File: src/rtl/core/rlfe_pkg.sv
// Shared types, constants and helpers for the run-length frame encoder.
package rlfe_pkg;

  // Default run counter width; runs are further capped by the 16-bit record field
  localparam int unsigned RunCountBitsDefault = 16;
  localparam int unsigned RecLenBits          = 16;
  localparam int unsigned CmdDepthDefault     = 4;

  // Record framing bytes
  localparam logic [7:0] RecMark0 = 8'hFD;
  localparam logic [7:0] RecMark1 = 8'hFC;
  localparam logic [7:0] RecEnd   = 8'hFB;
  // Trailer starts at 'a' and counts up to 'd'
  localparam logic [7:0] TrailBase = 8'h61;

  // Byte sequencer positions within one item's output
  localparam logic [4:0] StepRecBase   = 5'd0;
  localparam logic [4:0] StepRecLast   = 5'd5;
  localparam logic [4:0] StepFlushBase = 5'd6;
  localparam logic [4:0] StepTotalBase = 5'd12;
  localparam logic [4:0] StepTrailBase = 5'd16;
  localparam logic [4:0] StepLast      = 5'd19;

  // Record offsets
  localparam logic [2:0] OffMark0 = 3'd0;
  localparam logic [2:0] OffMark1 = 3'd1;
  localparam logic [2:0] OffValue = 3'd2;
  localparam logic [2:0] OffLenLo = 3'd3;
  localparam logic [2:0] OffLenHi = 3'd4;
  localparam logic [2:0] OffEnd   = 3'd5;

  // Work for the back end, one entry per pixel that produces output
  typedef struct packed {
    logic                  rec;      // a finished run record comes first
    logic [7:0]            rec_val;
    logic [RecLenBits-1:0] rec_len;
    logic                  fin;      // flush record, total and trailer follow
    logic [7:0]            fin_val;
    logic [RecLenBits-1:0] fin_len;
    logic [31:0]           total;
  } rlfe_cmd_t;

  // One byte of a six-byte run record
  function automatic logic [7:0] rec_byte(input logic [2:0] off, input logic [7:0] val,
                                          input logic [RecLenBits-1:0] len);
    logic [7:0] b;
    begin
      case (off)
        OffMark0: b = RecMark0;
        OffMark1: b = RecMark1;
        OffValue: b = val;
        OffLenLo: b = len[7:0];
        OffLenHi: b = len[15:8];
        OffEnd:   b = RecEnd;
        default:  b = RecEnd;
      endcase
      return b;
    end
  endfunction

endpackage

File: src/rtl/core/rlfe_front.sv
// Front end: tracks the open run and turns each pixel into back-end work.
module rlfe_front
  import rlfe_pkg::*;
#(
  parameter int unsigned RunCountBits = RunCountBitsDefault
) (
  input  logic       clk_i,
  input  logic       rst_ni,
  input  logic       accept_i,
  input  logic [7:0] pixel_i,
  input  logic       final_pixel_i,
  output logic       cmd_push_o,
  output rlfe_cmd_t  cmd_o
);

  localparam int unsigned LenW = (RunCountBits >= RecLenBits) ? RecLenBits : RunCountBits;

  logic [7:0]      cur_q, cur_d;
  logic [LenW-1:0] len_q, len_d;
  logic [31:0]     runs_q, runs_d;
  logic            rec;
  logic [7:0]      run_val;
  logic [LenW-1:0] run_len;

  // Run tracking for the current pixel
  always_comb begin
    rec     = 1'b0;
    run_val = pixel_i;
    run_len = LenW'(1);
    if (len_q != '0 && pixel_i == cur_q && len_q != '1) begin
      run_val = cur_q;
      run_len = len_q + LenW'(1);
    end else if (len_q != '0) begin
      rec = 1'b1;
    end
  end

  // Next state; the final pixel returns everything to reset values
  always_comb begin
    cur_d  = cur_q;
    len_d  = len_q;
    runs_d = runs_q;
    if (accept_i) begin
      if (final_pixel_i) begin
        cur_d  = '0;
        len_d  = '0;
        runs_d = '0;
      end else begin
        cur_d  = run_val;
        len_d  = run_len;
        runs_d = runs_q + 32'(rec);
      end
    end
  end

  always_ff @(posedge clk_i or negedge rst_ni) begin
    if (!rst_ni) begin
      cur_q  <= '0;
      len_q  <= '0;
      runs_q <= '0;
    end else begin
      cur_q  <= cur_d;
      len_q  <= len_d;
      runs_q <= runs_d;
    end
  end

  // Work entry for the back end
  always_comb begin
    cmd_o.rec     = rec;
    cmd_o.rec_val = cur_q;
    cmd_o.rec_len = RecLenBits'(len_q);
    cmd_o.fin     = final_pixel_i;
    cmd_o.fin_val = run_val;
    cmd_o.fin_len = RecLenBits'(run_len);
    cmd_o.total   = runs_q + 32'(rec) + 32'd1;
    cmd_push_o    = accept_i && (rec || final_pixel_i);
  end

endmodule

File: src/rtl/core/rlfe_cmd_fifo.sv
// Short queue of work entries between front and back end.
module rlfe_cmd_fifo
  import rlfe_pkg::*;
#(
  parameter int unsigned Depth = CmdDepthDefault
) (
  input  logic      clk_i,
  input  logic      rst_ni,
  input  logic      push_i,
  input  rlfe_cmd_t data_i,
  output logic      full_o,
  input  logic      pop_i,
  output logic      valid_o,
  output rlfe_cmd_t data_o
);

  localparam int unsigned PtrW = $clog2(Depth);
  localparam int unsigned CntW = $clog2(Depth + 1);

  rlfe_cmd_t       mem_q [Depth];
  logic [PtrW-1:0] wr_q, wr_d, rd_q, rd_d;
  logic [CntW-1:0] cnt_q, cnt_d;
  logic            do_push, do_pop;

  assign full_o  = (cnt_q == CntW'(Depth));
  assign valid_o = (cnt_q != '0);
  assign data_o  = mem_q[rd_q];
  assign do_push = push_i && !full_o;
  assign do_pop  = pop_i && valid_o;

  // Pointer and fill update
  always_comb begin
    wr_d  = do_push ? ((wr_q == PtrW'(Depth - 1)) ? '0 : wr_q + PtrW'(1)) : wr_q;
    rd_d  = do_pop  ? ((rd_q == PtrW'(Depth - 1)) ? '0 : rd_q + PtrW'(1)) : rd_q;
    cnt_d = cnt_q + CntW'(do_push) - CntW'(do_pop);
  end

  always_ff @(posedge clk_i or negedge rst_ni) begin
    if (!rst_ni) begin
      wr_q  <= '0;
      rd_q  <= '0;
      cnt_q <= '0;
    end else begin
      wr_q  <= wr_d;
      rd_q  <= rd_d;
      cnt_q <= cnt_d;
    end
  end

  // Entry storage
  always_ff @(posedge clk_i) begin
    if (do_push) begin
      mem_q[wr_q] <= data_i;
    end
  end

`ifndef SYNTH
  a_fill_bound: assert property (@(posedge clk_i) disable iff (!rst_ni)
    cnt_q <= CntW'(Depth)) else $error("fifo fill count beyond depth");
  a_fill_track: assert property (@(posedge clk_i) disable iff (!rst_ni)
    do_push && !do_pop |=> cnt_q == $past(cnt_q) + CntW'(1))
    else $error("fifo fill count missed a push");
  a_ptr_gap: assert property (@(posedge clk_i) disable iff (!rst_ni)
    (cnt_q == '0 || cnt_q == CntW'(Depth)) |-> wr_q == rd_q)
    else $error("fifo pointers disagree with fill count");
`endif

endmodule

File: src/rtl/core/rlfe_back.sv
// Back end: serializes each work entry into bytes through an output register.
module rlfe_back
  import rlfe_pkg::*;
(
  input  logic      clk_i,
  input  logic      rst_ni,
  input  logic      cmd_valid_i,
  input  rlfe_cmd_t cmd_i,
  output logic      cmd_pop_o,
  output logic      empty_o,
  input  logic      pop_i,
  output logic [7:0] out_byte_o,
  output logic      last_of_item_o
);

  logic [4:0] step_q, step_d, cur_step, rel;
  logic       out_valid_q, out_valid_d;
  logic [7:0] byte_q, byte_d;
  logic       last_q, last_d;
  logic       load, step_last;

  assign empty_o        = !out_valid_q;
  assign out_byte_o     = byte_q;
  assign last_of_item_o = last_q;

  // Output register can take a byte when empty or being drained
  assign load      = cmd_valid_i && (!out_valid_q || pop_i);
  assign cur_step  = (step_q == StepRecBase && !cmd_i.rec) ? StepFlushBase : step_q;
  assign step_last = (cur_step == StepLast) || (cur_step == StepRecLast && !cmd_i.fin);
  assign cmd_pop_o = load && step_last;

  // Byte selection for the current step
  always_comb begin
    rel    = '0;
    byte_d = '0;
    if (cur_step < StepFlushBase) begin
      rel    = cur_step - StepRecBase;
      byte_d = rec_byte(rel[2:0], cmd_i.rec_val, cmd_i.rec_len);
    end else if (cur_step < StepTotalBase) begin
      rel    = cur_step - StepFlushBase;
      byte_d = rec_byte(rel[2:0], cmd_i.fin_val, cmd_i.fin_len);
    end else if (cur_step < StepTrailBase) begin
      rel    = cur_step - StepTotalBase;
      byte_d = 8'(cmd_i.total >> {~rel[1:0], 3'b000});
    end else begin
      rel    = cur_step - StepTrailBase;
      byte_d = TrailBase + {6'd0, rel[1:0]};
    end
    last_d = step_last;
  end

  // Sequencer and output valid
  always_comb begin
    step_d      = step_q;
    out_valid_d = out_valid_q;
    if (load) begin
      step_d      = step_last ? StepRecBase : cur_step + 5'd1;
      out_valid_d = 1'b1;
    end else if (pop_i) begin
      out_valid_d = 1'b0;
    end
  end

  always_ff @(posedge clk_i or negedge rst_ni) begin
    if (!rst_ni) begin
      step_q      <= StepRecBase;
      out_valid_q <= 1'b0;
    end else begin
      step_q      <= step_d;
      out_valid_q <= out_valid_d;
    end
  end

  always_ff @(posedge clk_i) begin
    if (load) begin
      byte_q <= byte_d;
      last_q <= last_d;
    end
  end

`ifndef SYNTH
  a_step_range: assert property (@(posedge clk_i) disable iff (!rst_ni)
    step_q <= StepLast) else $error("byte step out of range");
  a_step_rewind: assert property (@(posedge clk_i) disable iff (!rst_ni)
    cmd_pop_o |=> step_q == StepRecBase) else $error("step not rewound after entry");
  a_step_idle: assert property (@(posedge clk_i) disable iff (!rst_ni)
    !cmd_valid_i |-> step_q == StepRecBase) else $error("step moved without an entry");
  a_last_pop: assert property (@(posedge clk_i) disable iff (!rst_ni)
    load && last_d |-> cmd_pop_o) else $error("last byte without releasing entry");
`endif

endmodule

File: src/rtl/core/run_length_frame_encoder_core.sv
// Run-length frame encoder: top level joining front end, work queue and back end.
// A pixel with output is queued first; its first byte then loads into the output register.
// Throughput: one pixel per cycle while the work queue has room; bytes leave at one per cycle
// while pop is held; an entry leaves the queue with its last byte; queue depth absorbs bursts.
// Reset (rst_ni, asynchronous, active low) clears the open run, run count, queue and output.
module run_length_frame_encoder_core
  import rlfe_pkg::*;
#(
  parameter int unsigned RunCountBits = RunCountBitsDefault,
  parameter int unsigned CmdDepth     = CmdDepthDefault
) (
  input  logic       clk_i,
  input  logic       rst_ni,
  input  logic       push,
  output logic       full,
  input  logic [7:0] pixel_i,
  input  logic       final_pixel_i,
  output logic       empty,
  input  logic       pop,
  output logic [7:0] out_byte_o,
  output logic       last_of_item_o
);

  logic      accept;
  logic      cmd_push, cmd_pop, cmd_valid;
  rlfe_cmd_t cmd_in, cmd_head;

  assign accept = push && !full;

  rlfe_front #(
    .RunCountBits(RunCountBits)
  ) u_front (
    .clk_i        (clk_i),
    .rst_ni       (rst_ni),
    .accept_i     (accept),
    .pixel_i      (pixel_i),
    .final_pixel_i(final_pixel_i),
    .cmd_push_o   (cmd_push),
    .cmd_o        (cmd_in)
  );

  rlfe_cmd_fifo #(
    .Depth(CmdDepth)
  ) u_fifo (
    .clk_i  (clk_i),
    .rst_ni (rst_ni),
    .push_i (cmd_push),
    .data_i (cmd_in),
    .full_o (full),
    .pop_i  (cmd_pop),
    .valid_o(cmd_valid),
    .data_o (cmd_head)
  );

  rlfe_back u_back (
    .clk_i         (clk_i),
    .rst_ni        (rst_ni),
    .cmd_valid_i   (cmd_valid),
    .cmd_i         (cmd_head),
    .cmd_pop_o     (cmd_pop),
    .empty_o       (empty),
    .pop_i         (pop),
    .out_byte_o    (out_byte_o),
    .last_of_item_o(last_of_item_o)
  );

endmodule
File: config.mk
export PLATFORM = sky130hd
export DESIGN_NAME = run_length_frame_encoder_core
export DESIGN_NICKNAME = d
export VERILOG_FILES = /design/src/rtl/core/rlfe_pkg.sv /design/src/rtl/core/rlfe_front.sv /design/src/rtl/core/rlfe_cmd_fifo.sv /design/src/rtl/core/rlfe_back.sv /design/src/rtl/core/run_length_frame_encoder_core.sv
export SDC_FILE = /design/constraint.sdc
export NUM_CORES = 1
export LEC_CHECK = 0
export BUFFER_PORTS_ARGS = -buffer_cell sky130_fd_sc_hd__buf_4
export CORE_ASPECT_RATIO = 0.7
export CORE_MARGIN = 5
export CORE_UTILIZATION = 45
export CTS_CLUSTER_SIZE = 40
export DETAILED_ROUTE_END_ITERATION = 12
export PLACE_DENSITY = 0.66
export SYNTH_ARGS = -nofsm -noshare
export SYNTH_HDL_FRONTEND = slang
export SYNTH_SLANG_ARGS = --single-unit
File: constraint.sdc
create_clock -name clk_i -period 4.9 [get_ports clk_i]
set_input_delay 0.49 -clock clk_i [delete_from_list [all_inputs] [get_ports clk_i]]
set_output_delay 0.49 -clock clk_i [all_outputs]
set_load 0.1 [all_outputs]
# --- Word level (Yosys, flattened, before mapping) ---
# Memories as Yosys holds them, arrays and structs flattened.
# Cells that the tools add are included.
totals:
  regBits: 78
  ramBits: 328
  out_inout_bits: 11
  n_memories: 1
  in_bits: 13
  word_cells: 86
mem_list:
  columns: ["name", "words", "word_bits", "read_ports", "rd_clocked_by_memory_dff", "write_ports", "line", "rtl"]
  rows:
  - ["u_fifo.mem_q", 4, 82, 1, 0, 1, "rlfe_cmd_fifo.sv:20", "rlfe_cmd_t mem_q [Depth];"]
classes:
  muxes: 20
  bitwise_logic: 1
  n_addsub: 12
  n_reduce_logical: 23
  magnitude_cmp: 3
  shifts: 1
  n_eq_ne: 15
ops:
  columns: ["cell", "n"]
  rows:
  - ["8-bit case mux with 5 select lines", 2]
  - ["8-bit two-way mux", 5]
  - ["32-bit by 1-bit adder with 32-bit output", 1]
  - ["32-bit by 1-bit adder with 32-bit output, second input constant", 1]
  - ["16-bit two-way mux", 2]
  - ["32-bit two-way mux", 1]
  - ["32-bit by 5-bit right shift with 8-bit output", 1]
  - ["16-bit by 1-bit adder with 16-bit output, second input constant", 1]
  - ["16-bit inequality test, second input constant", 1]
  - ["16-bit nonzero test", 1]
  - ["3-bit by 2-bit equality test with 1-bit output, second input constant", 4]
  - ["1-bit logical AND", 10]
  - ["5-bit two-way mux", 2]
  - ["3-bit equality test, second input constant", 3]
  - ["7-bit by 2-bit adder with 8-bit output, first input constant", 1]
  - ["8-bit equality test", 1]
  - ["3-bit by 1-bit equality test with 1-bit output, second input constant", 2]
  - ["3-bit logical NOT", 2]
  - ["1-bit two-way mux", 6]
  - ["5-bit by 1-bit adder with 5-bit output, second input constant", 1]
  - ["5-bit by 3-bit equality test with 1-bit output, second input constant", 1]
  - ["5-bit equality test, second input constant", 1]
  - ["5-bit logical NOT", 1]
  - ["5-bit by 3-bit < comparator with 1-bit output, second input constant", 1]
  - ["14 further kinds", 23]

# --- Depth between registers and ports, before layout ---
# An unclocked memory read counts as a cell.
logic_depth:
  word_depth: 10
  mapped_depth: 19
  depth_no_buf: 16

# --- By module ---
# Synthesis repeated with hierarchy kept, for this count alone.
hier_totals:
  hier_cells: 1242
  area_unflattened_um2: 18659.1
modules_own_cells:
  columns: ["mod", "n_inst", "seq_area_each_um2", "cells_per_inst", "area_each_um2"]
  rows:
  - ["rlfe_cmd_fifo", 1, 10024.6, 466, 12263.0]
  - ["rlfe_front", 1, 1401.3, 598, 4813.4]
  - ["rlfe_back", 1, 420.4, 177, 1569.0]
  - ["run_length_frame_encoder_core", 1, 0.0, 1, 13.8]

# --- Least setup slack after synthesis ---
# No wires, ideal clock.
synth_path:
  path_kind: "flip-flop to flip-flop"
  startpoint: "register u_fifo.cnt_q[1]"
  endpoint: "memory u_fifo.mem_q[0][0] (netlist name) (enable)"
  t_arrival_ns: 4.279
  n_path_buf: 0
  setup_time_ns: 0.624
  setup_slack_ns: -0.003
  synth_period_minus_slack_ns: 4.903
  stages_incl_launch_ff: 5
  required_ns: 4.276
  cell_sequence: "dfrtp_1 > nor3b_1 > nor2b_1 > o21a_1 > and2_1"
synth_between:
  elab_chain_cells: 7
synth_rtl:
  columns: ["element", "line", "rtl"]
  rows:
  - ["from (decl)", "rlfe_cmd_fifo.sv:22", "logic [CntW-1:0] cnt_q, cnt_d;"]
  - ["from (signal assigned)", "rlfe_cmd_fifo.sv:46", "cnt_q <= cnt_d;"]
  - ["3-bit equality test (*)", "rlfe_cmd_fifo.sv:25", "assign full_o = (cnt_q == CntW'(Depth));"]
  - ["net full", "run_length_frame_encoder_core.sv:15", "output logic full,"]
  - ["1-bit logical NOT (*)", "rlfe_cmd_fifo.sv:28, run_length_frame_encoder_core.sv:28", null]
  - ["1-bit logical AND", "run_length_frame_encoder_core.sv:28", "assign accept = push && !full;"]
  - ["1-bit logical AND", "rlfe_front.sv:77", "cmd_push_o = accept_i && (rec || final_pixel_i);"]
  - ["1-bit logical AND (*)", "rlfe_cmd_fifo.sv:28", "assign do_push = push_i && !full_o;"]
  - ["net u_fifo.do_push", "rlfe_cmd_fifo.sv:23", "logic do_push, do_pop;"]
  - ["1-bit two-way mux (*)", "rlfe_cmd_fifo.sv:52", "if (do_push) begin"]
  - ["1-bit two-way mux (implied by the code) (*)", "rlfe_cmd_fifo.sv:53", "mem_q[wr_q] <= data_i;"]
  - ["to (decl)", "rlfe_cmd_fifo.sv:20", null]
# The timed path passes the listed nets; every way through them passes the cells marked *.

==> flow_summary_export.csv <==
group,metric,value,unit
timing,grt_setup_unrepaired,"no",
worst_setup_path,worstReg2RegEnd,"u_fifo.mem_q[2][21]",
clock_tree,cts-root-buf,"sky130_fd_sc_hd__clkbuf_16",
worst_setup_path,crit-reg2reg-launch,"u_front.len_q[1]",
drt,antenna_violating_nets_post_route,0,
pwr,leakage_dissipation,6.88,nW
clock_tree,tritoncts,"done",
pwr,clockPowerShare,0.257,
timing,worst_slew_pin_slew,1.11,ns
timing,fin_crit_sh,0.927,
yosys,synth-simple-area-share,0.0999,
yosys,synth-seq-cells,406,
job,number_of_max_capacitance_violations_reported,0,
finish,post_route_cells_drive_above_1_share,0.185,
finish,postLayoutCellArea,0.0204,sq mm
global_routing,grt_use_total,0.192,
worst_setup_path,worst-path-max-fanout,8,
yosys,post_synth_mux_area_share,0.114,
worst_setup_path,critPathLaunchType,"flip-flop",
pwr,seq_power_share,0.419,
pwr,power.switching_fraction,0.339,
die,floorplan.die.width,251,um
die,effective_utilization_at_floorplan,0.458,
finish,finish.net_count,1328,
timing,worst_slew_margin_rel,0.257,
die,boundaryPins,24,
timing,max_clock_freq,0.220,GHz
clock_tree,clock_sink_count,406,
worst_setup_path,worst_setup_end_kind,"flip-flop",
yosys,main_combinational_cell_family_by_area_after_synthesis,"multiplexers",
global_routing,grt_pass1_vias,10500,
die,core_region_area,0.0399,sq mm
finish,mostFrequentLayoutCells,"337 x sky130_fd_sc_hd__edfxtp_1, 107 x sky130_fd_sc_hd__nand2_1, 85 x sky130_fd_sc_hd__mux4_2, 70 x sky130_fd_sc_hd__buf_4",
die,die_y,179,um
drt,routed_wire_length_per_instance,23.2,um
yosys,synth-seq-area-share,0.648,
global_routing,total_overflow_reported_by_the_global_router,0,
yosys,synth_adder_area_share,0.0145,
finish,n_fill_cell,3264,
pwr,intPower,7.36,mW
worst_setup_path,crit_arrival,4.81,ns
clock_tree,clock_latency,0.54,ns
worst_setup_path,timing_worst_setup_path_type,"reg -> reg",
pwr,power_density,545,mW/mm^2
timing,final.setup_skew,0.0196,ns
yosys,synthesis.nets,1301,
die,design.die.area,0.0448,sq mm
placement,place_congestion,0.897,
worst_setup_path,timing.critical_path.required,5.16,ns
global_routing,antenna_found_initial,1,
status,run_status,"finished, final reports clean",
drt,vias_cell,5.92,
drt,detail_route.first_pass.iterations,5,
finish,area.sequential,0.0119,sq mm
yosys,post_synthesis_compound_gate_area_fraction,0.0668,
timing,finalHoldViolCount,0,
yosys,post_synth_instance_area,0.0183,sq mm
pwr,ir_worst_vdd,0.394,mV
drt,drc_errors,0,
yosys,synth_area_in_xor_xnor,0.0307,
placement,dp_hpwl,28.0,mm
finish,antenna_cells,0,
yosys,syn-instance-count,1269,
placement,dpl-instance-area,0.0192,sq mm
pwr,total_power_after_layout,11.1,mW
pwr,net_switching_power,3.78,mW
worst_setup_path,reg2regPathDepth,16,
clock_tree,cts_max_level,2,
die,rows,61,
clock_tree,path_clk_slew,0.06,ns
timing,fin_tns_setup,0,ns
clock_tree,cts-hold-fix-buffers,0,
drt,num_vias,11000,
finish,multiInputGateArea,0.00603,sq mm
finish,synthToLayoutAreaGrowth,11.8,%
global_routing,wire_length_of_the_first_global_routing_pass,65.9,mm
timing,finalCriticalPeriod,4.54,ns
drt,drtIter0Drc,1296,
yosys,post_synth.cell_area_avg,14.4,sq um
worst_setup_path,reg2reg_setup_slack,0.36,ns
global_routing,grt_max_degree,85,
yosys,synth_cell_types,72,
timing,finalMaxSlewViolations,0,
pwr,combinationalPowerShare,0.323,
yosys,ys_async_sr_fraction,0.170,
finish,layout.cells.most_common,"sky130_fd_sc_hd__edfxtp_1",
yosys,synth-edff-count,337,
drt,detail_route.wirelength,43.1,mm
min_path,timing.hold.worst.class,"in -> async",
clock_tree,clock_path_buffers,3,
yosys,most_used_flip_flop_cell_after_synthesis,"sky130_fd_sc_hd__edfxtp_1",
yosys,synth-warning-count,0,
timing,report.final.setup_viol,0,
placement,io_buffers,23,
clock_tree,numCtsBuffers,40,
[area by class of cell]
cell class	instances	share of cell area
flip-flops and latches	406	0.580
inverters	31	0.00570
clock buffers	55	0.0533
well taps	535	0.0328
repair buffers	72	0.0277
multi-input cells	745	0.295
clock inverters	16	0.00527
[cells in the mapped netlist, types with 3 or more instances]
| library cell | n | share of area |
|---|---|---|
| sky130_fd_sc_hd__a211oi_1 | 8 | 0.0033 |
| sky130_fd_sc_hd__nor3b_1 | 5 | 0.0021 |
| sky130_fd_sc_hd__xnor2_1 | 43 | 0.021 |
| sky130_fd_sc_hd__buf_2 | 17 | 0.0047 |
| sky130_fd_sc_hd__nand3_1 | 33 | 0.0090 |
| sky130_fd_sc_hd__nand4_1 | 12 | 0.0041 |
| sky130_fd_sc_hd__ha_1 | 18 | 0.012 |
| sky130_fd_sc_hd__o22ai_1 | 8 | 0.0027 |
| sky130_fd_sc_hd__nand2_1 | 107 | 0.022 |
| sky130_fd_sc_hd__nand3b_1 | 11 | 0.0045 |
| sky130_fd_sc_hd__a21oi_1 | 52 | 0.014 |
| sky130_fd_sc_hd__nand2b_1 | 13 | 0.0045 |
| sky130_fd_sc_hd__nor3_1 | 40 | 0.011 |
| sky130_fd_sc_hd__nor2b_1 | 10 | 0.0034 |
| sky130_fd_sc_hd__nor2_1 | 67 | 0.014 |
| sky130_fd_sc_hd__edfxtp_1 | 337 | 0.55 |
| sky130_fd_sc_hd__a21o_1 | 6 | 0.0025 |
| sky130_fd_sc_hd__and4_1 | 4 | 0.0019 |
| sky130_fd_sc_hd__o21a_1 | 4 | 0.0016 |
| sky130_fd_sc_hd__clkbuf_1 | 57 | 0.012 |
| sky130_fd_sc_hd__or2_2 | 5 | 0.0017 |
| sky130_fd_sc_hd__inv_1 | 30 | 0.0062 |
| sky130_fd_sc_hd__a41oi_1 | 3 | 0.0014 |
| sky130_fd_sc_hd__mux4_2 | 85 | 0.10 |
| sky130_fd_sc_hd__nor4_1 | 14 | 0.0048 |
| sky130_fd_sc_hd__mux2i_1 | 10 | 0.0055 |
| sky130_fd_sc_hd__buf_1 | 11 | 0.0023 |
| sky130_fd_sc_hd__and3_1 | 16 | 0.0055 |
| sky130_fd_sc_hd__a22o_1 | 4 | 0.0019 |
| sky130_fd_sc_hd__xor2_1 | 21 | 0.010 |
| sky130_fd_sc_hd__and2_1 | 11 | 0.0038 |
| sky130_fd_sc_hd__dfrtp_1 | 69 | 0.095 |
| sky130_fd_sc_hd__or3_1 | 7 | 0.0024 |
| sky130_fd_sc_hd__o31ai_1 | 9 | 0.0037 |
| sky130_fd_sc_hd__a31oi_1 | 5 | 0.0017 |
| sky130_fd_sc_hd__mux2_2 | 4 | 0.0025 |
| sky130_fd_sc_hd__o21ai_0 | 61 | 0.017 |
| sky130_fd_sc_hd__o211ai_1 | 4 | 0.0016 |
[metal layers]
| layer | vias up | track usage | wire [um] |
|---|---|---|---|
| li1 | 4909 | - | - |
| met1 | 5588 | 0.316 | 20800 |
| met2 | 466 | 0.254 | 17300 |
| met3 | 37 | 0.0528 | 4470 |
| met4 | 2 | 0.0343 | 508 |
| met5 | - | 0 | 7 |
[metrics by stage]
step                      setup slack, ns   util  cells  hold slack (ns)
final                               0.356  0.512   1860            0.129
after global routing               0.0133  0.512   1860            0.138
after CTS                           0.135  0.510   1859            0.127
after detailed placement            0.127  0.480   1788            0.479
after global placement              0.261  0.480   1788            0.480
after floorplan                     0.310      -   1269            0.194
[state kept, by name, summed over array words and instances, names as in the netlist]
register and cells:
u_back.last_of_item_o 1, u_back.out_byte_o 8, u_back.out_valid_q 1, u_back.step_q 5, u_fifo.cnt_q 3, u_fifo.mem_q 328, u_fifo.rd_q 2, u_fifo.wr_q 2
u_front.cur_q 8, u_front.len_q 16, u_front.runs_q 32
[worst max-delay path by stage]
stage                     cells after the start             start             endpoint  slack [ns]
final                                        16  u_front.len_q[1]  u_fifo.mem_q[2][21]        0.36
after global routing                         16  u_front.len_q[0]  u_fifo.mem_q[0][22]        0.01
after CTS                                    15  u_front.len_q[1]  u_fifo.mem_q[0][26]        0.13
after detailed placement                     16        pixel_i[7]  u_fifo.mem_q[0][26]        0.13
after global placement                       17        pixel_i[7]  u_fifo.mem_q[0][23]        0.26
after floorplan                               9  u_front.len_q[1]   u_fifo.mem_q[0][0]        0.31
[worst max-delay path: stages, from the launching register on]
cell                        delay, ns
sky130_fd_sc_hd__dfrtp_1         0.46
sky130_fd_sc_hd__ha_1            0.21
sky130_fd_sc_hd__nand4_1         0.20
sky130_fd_sc_hd__nor4_4          0.29
sky130_fd_sc_hd__and3_1          0.23
sky130_fd_sc_hd__a31o_2          0.17
sky130_fd_sc_hd__and2_1          0.19
sky130_fd_sc_hd__ha_1            0.28
sky130_fd_sc_hd__ha_1            0.23
sky130_fd_sc_hd__a21bo_2         0.24
sky130_fd_sc_hd__or3b_2          0.44
sky130_fd_sc_hd__a211oi_1        0.29
sky130_fd_sc_hd__a2bb2oi_1       0.23
sky130_fd_sc_hd__buf_4           0.14
sky130_fd_sc_hd__nand2_1         0.09
sky130_fd_sc_hd__or3_1           0.42
sky130_fd_sc_hd__xor2_2          0.18
[what timing repair did]
item,in CTS,in global routing
buffers inserted,0,1
setup endpoints to repair,0,56
endpoints found under the hold margin,0,0
resized for setup,0,8
[power groups by stage]
| stage | clock network [mW] | registers, mW | logic [mW] |
|---|---|---|---|
| floorplan | 0 | 4.93 | 2.27 |
| finish | 2.87 | 4.67 | 3.60 |
| global placement | 0 | 4.71 | 3.57 |
| global route | 3.07 | 4.72 | 3.85 |
| CTS | 2.92 | 4.67 | 3.60 |
| detailed placement | 0 | 4.74 | 3.60 |
[cell families after synthesis]
logic type      after synthesis
mux                         101
buf+inv                     118
fa+ha+maj                    21
compound gates              193
xor+xnor                     64
simple gates                366
flops                       406
Power figures use the tool's default switching activity.
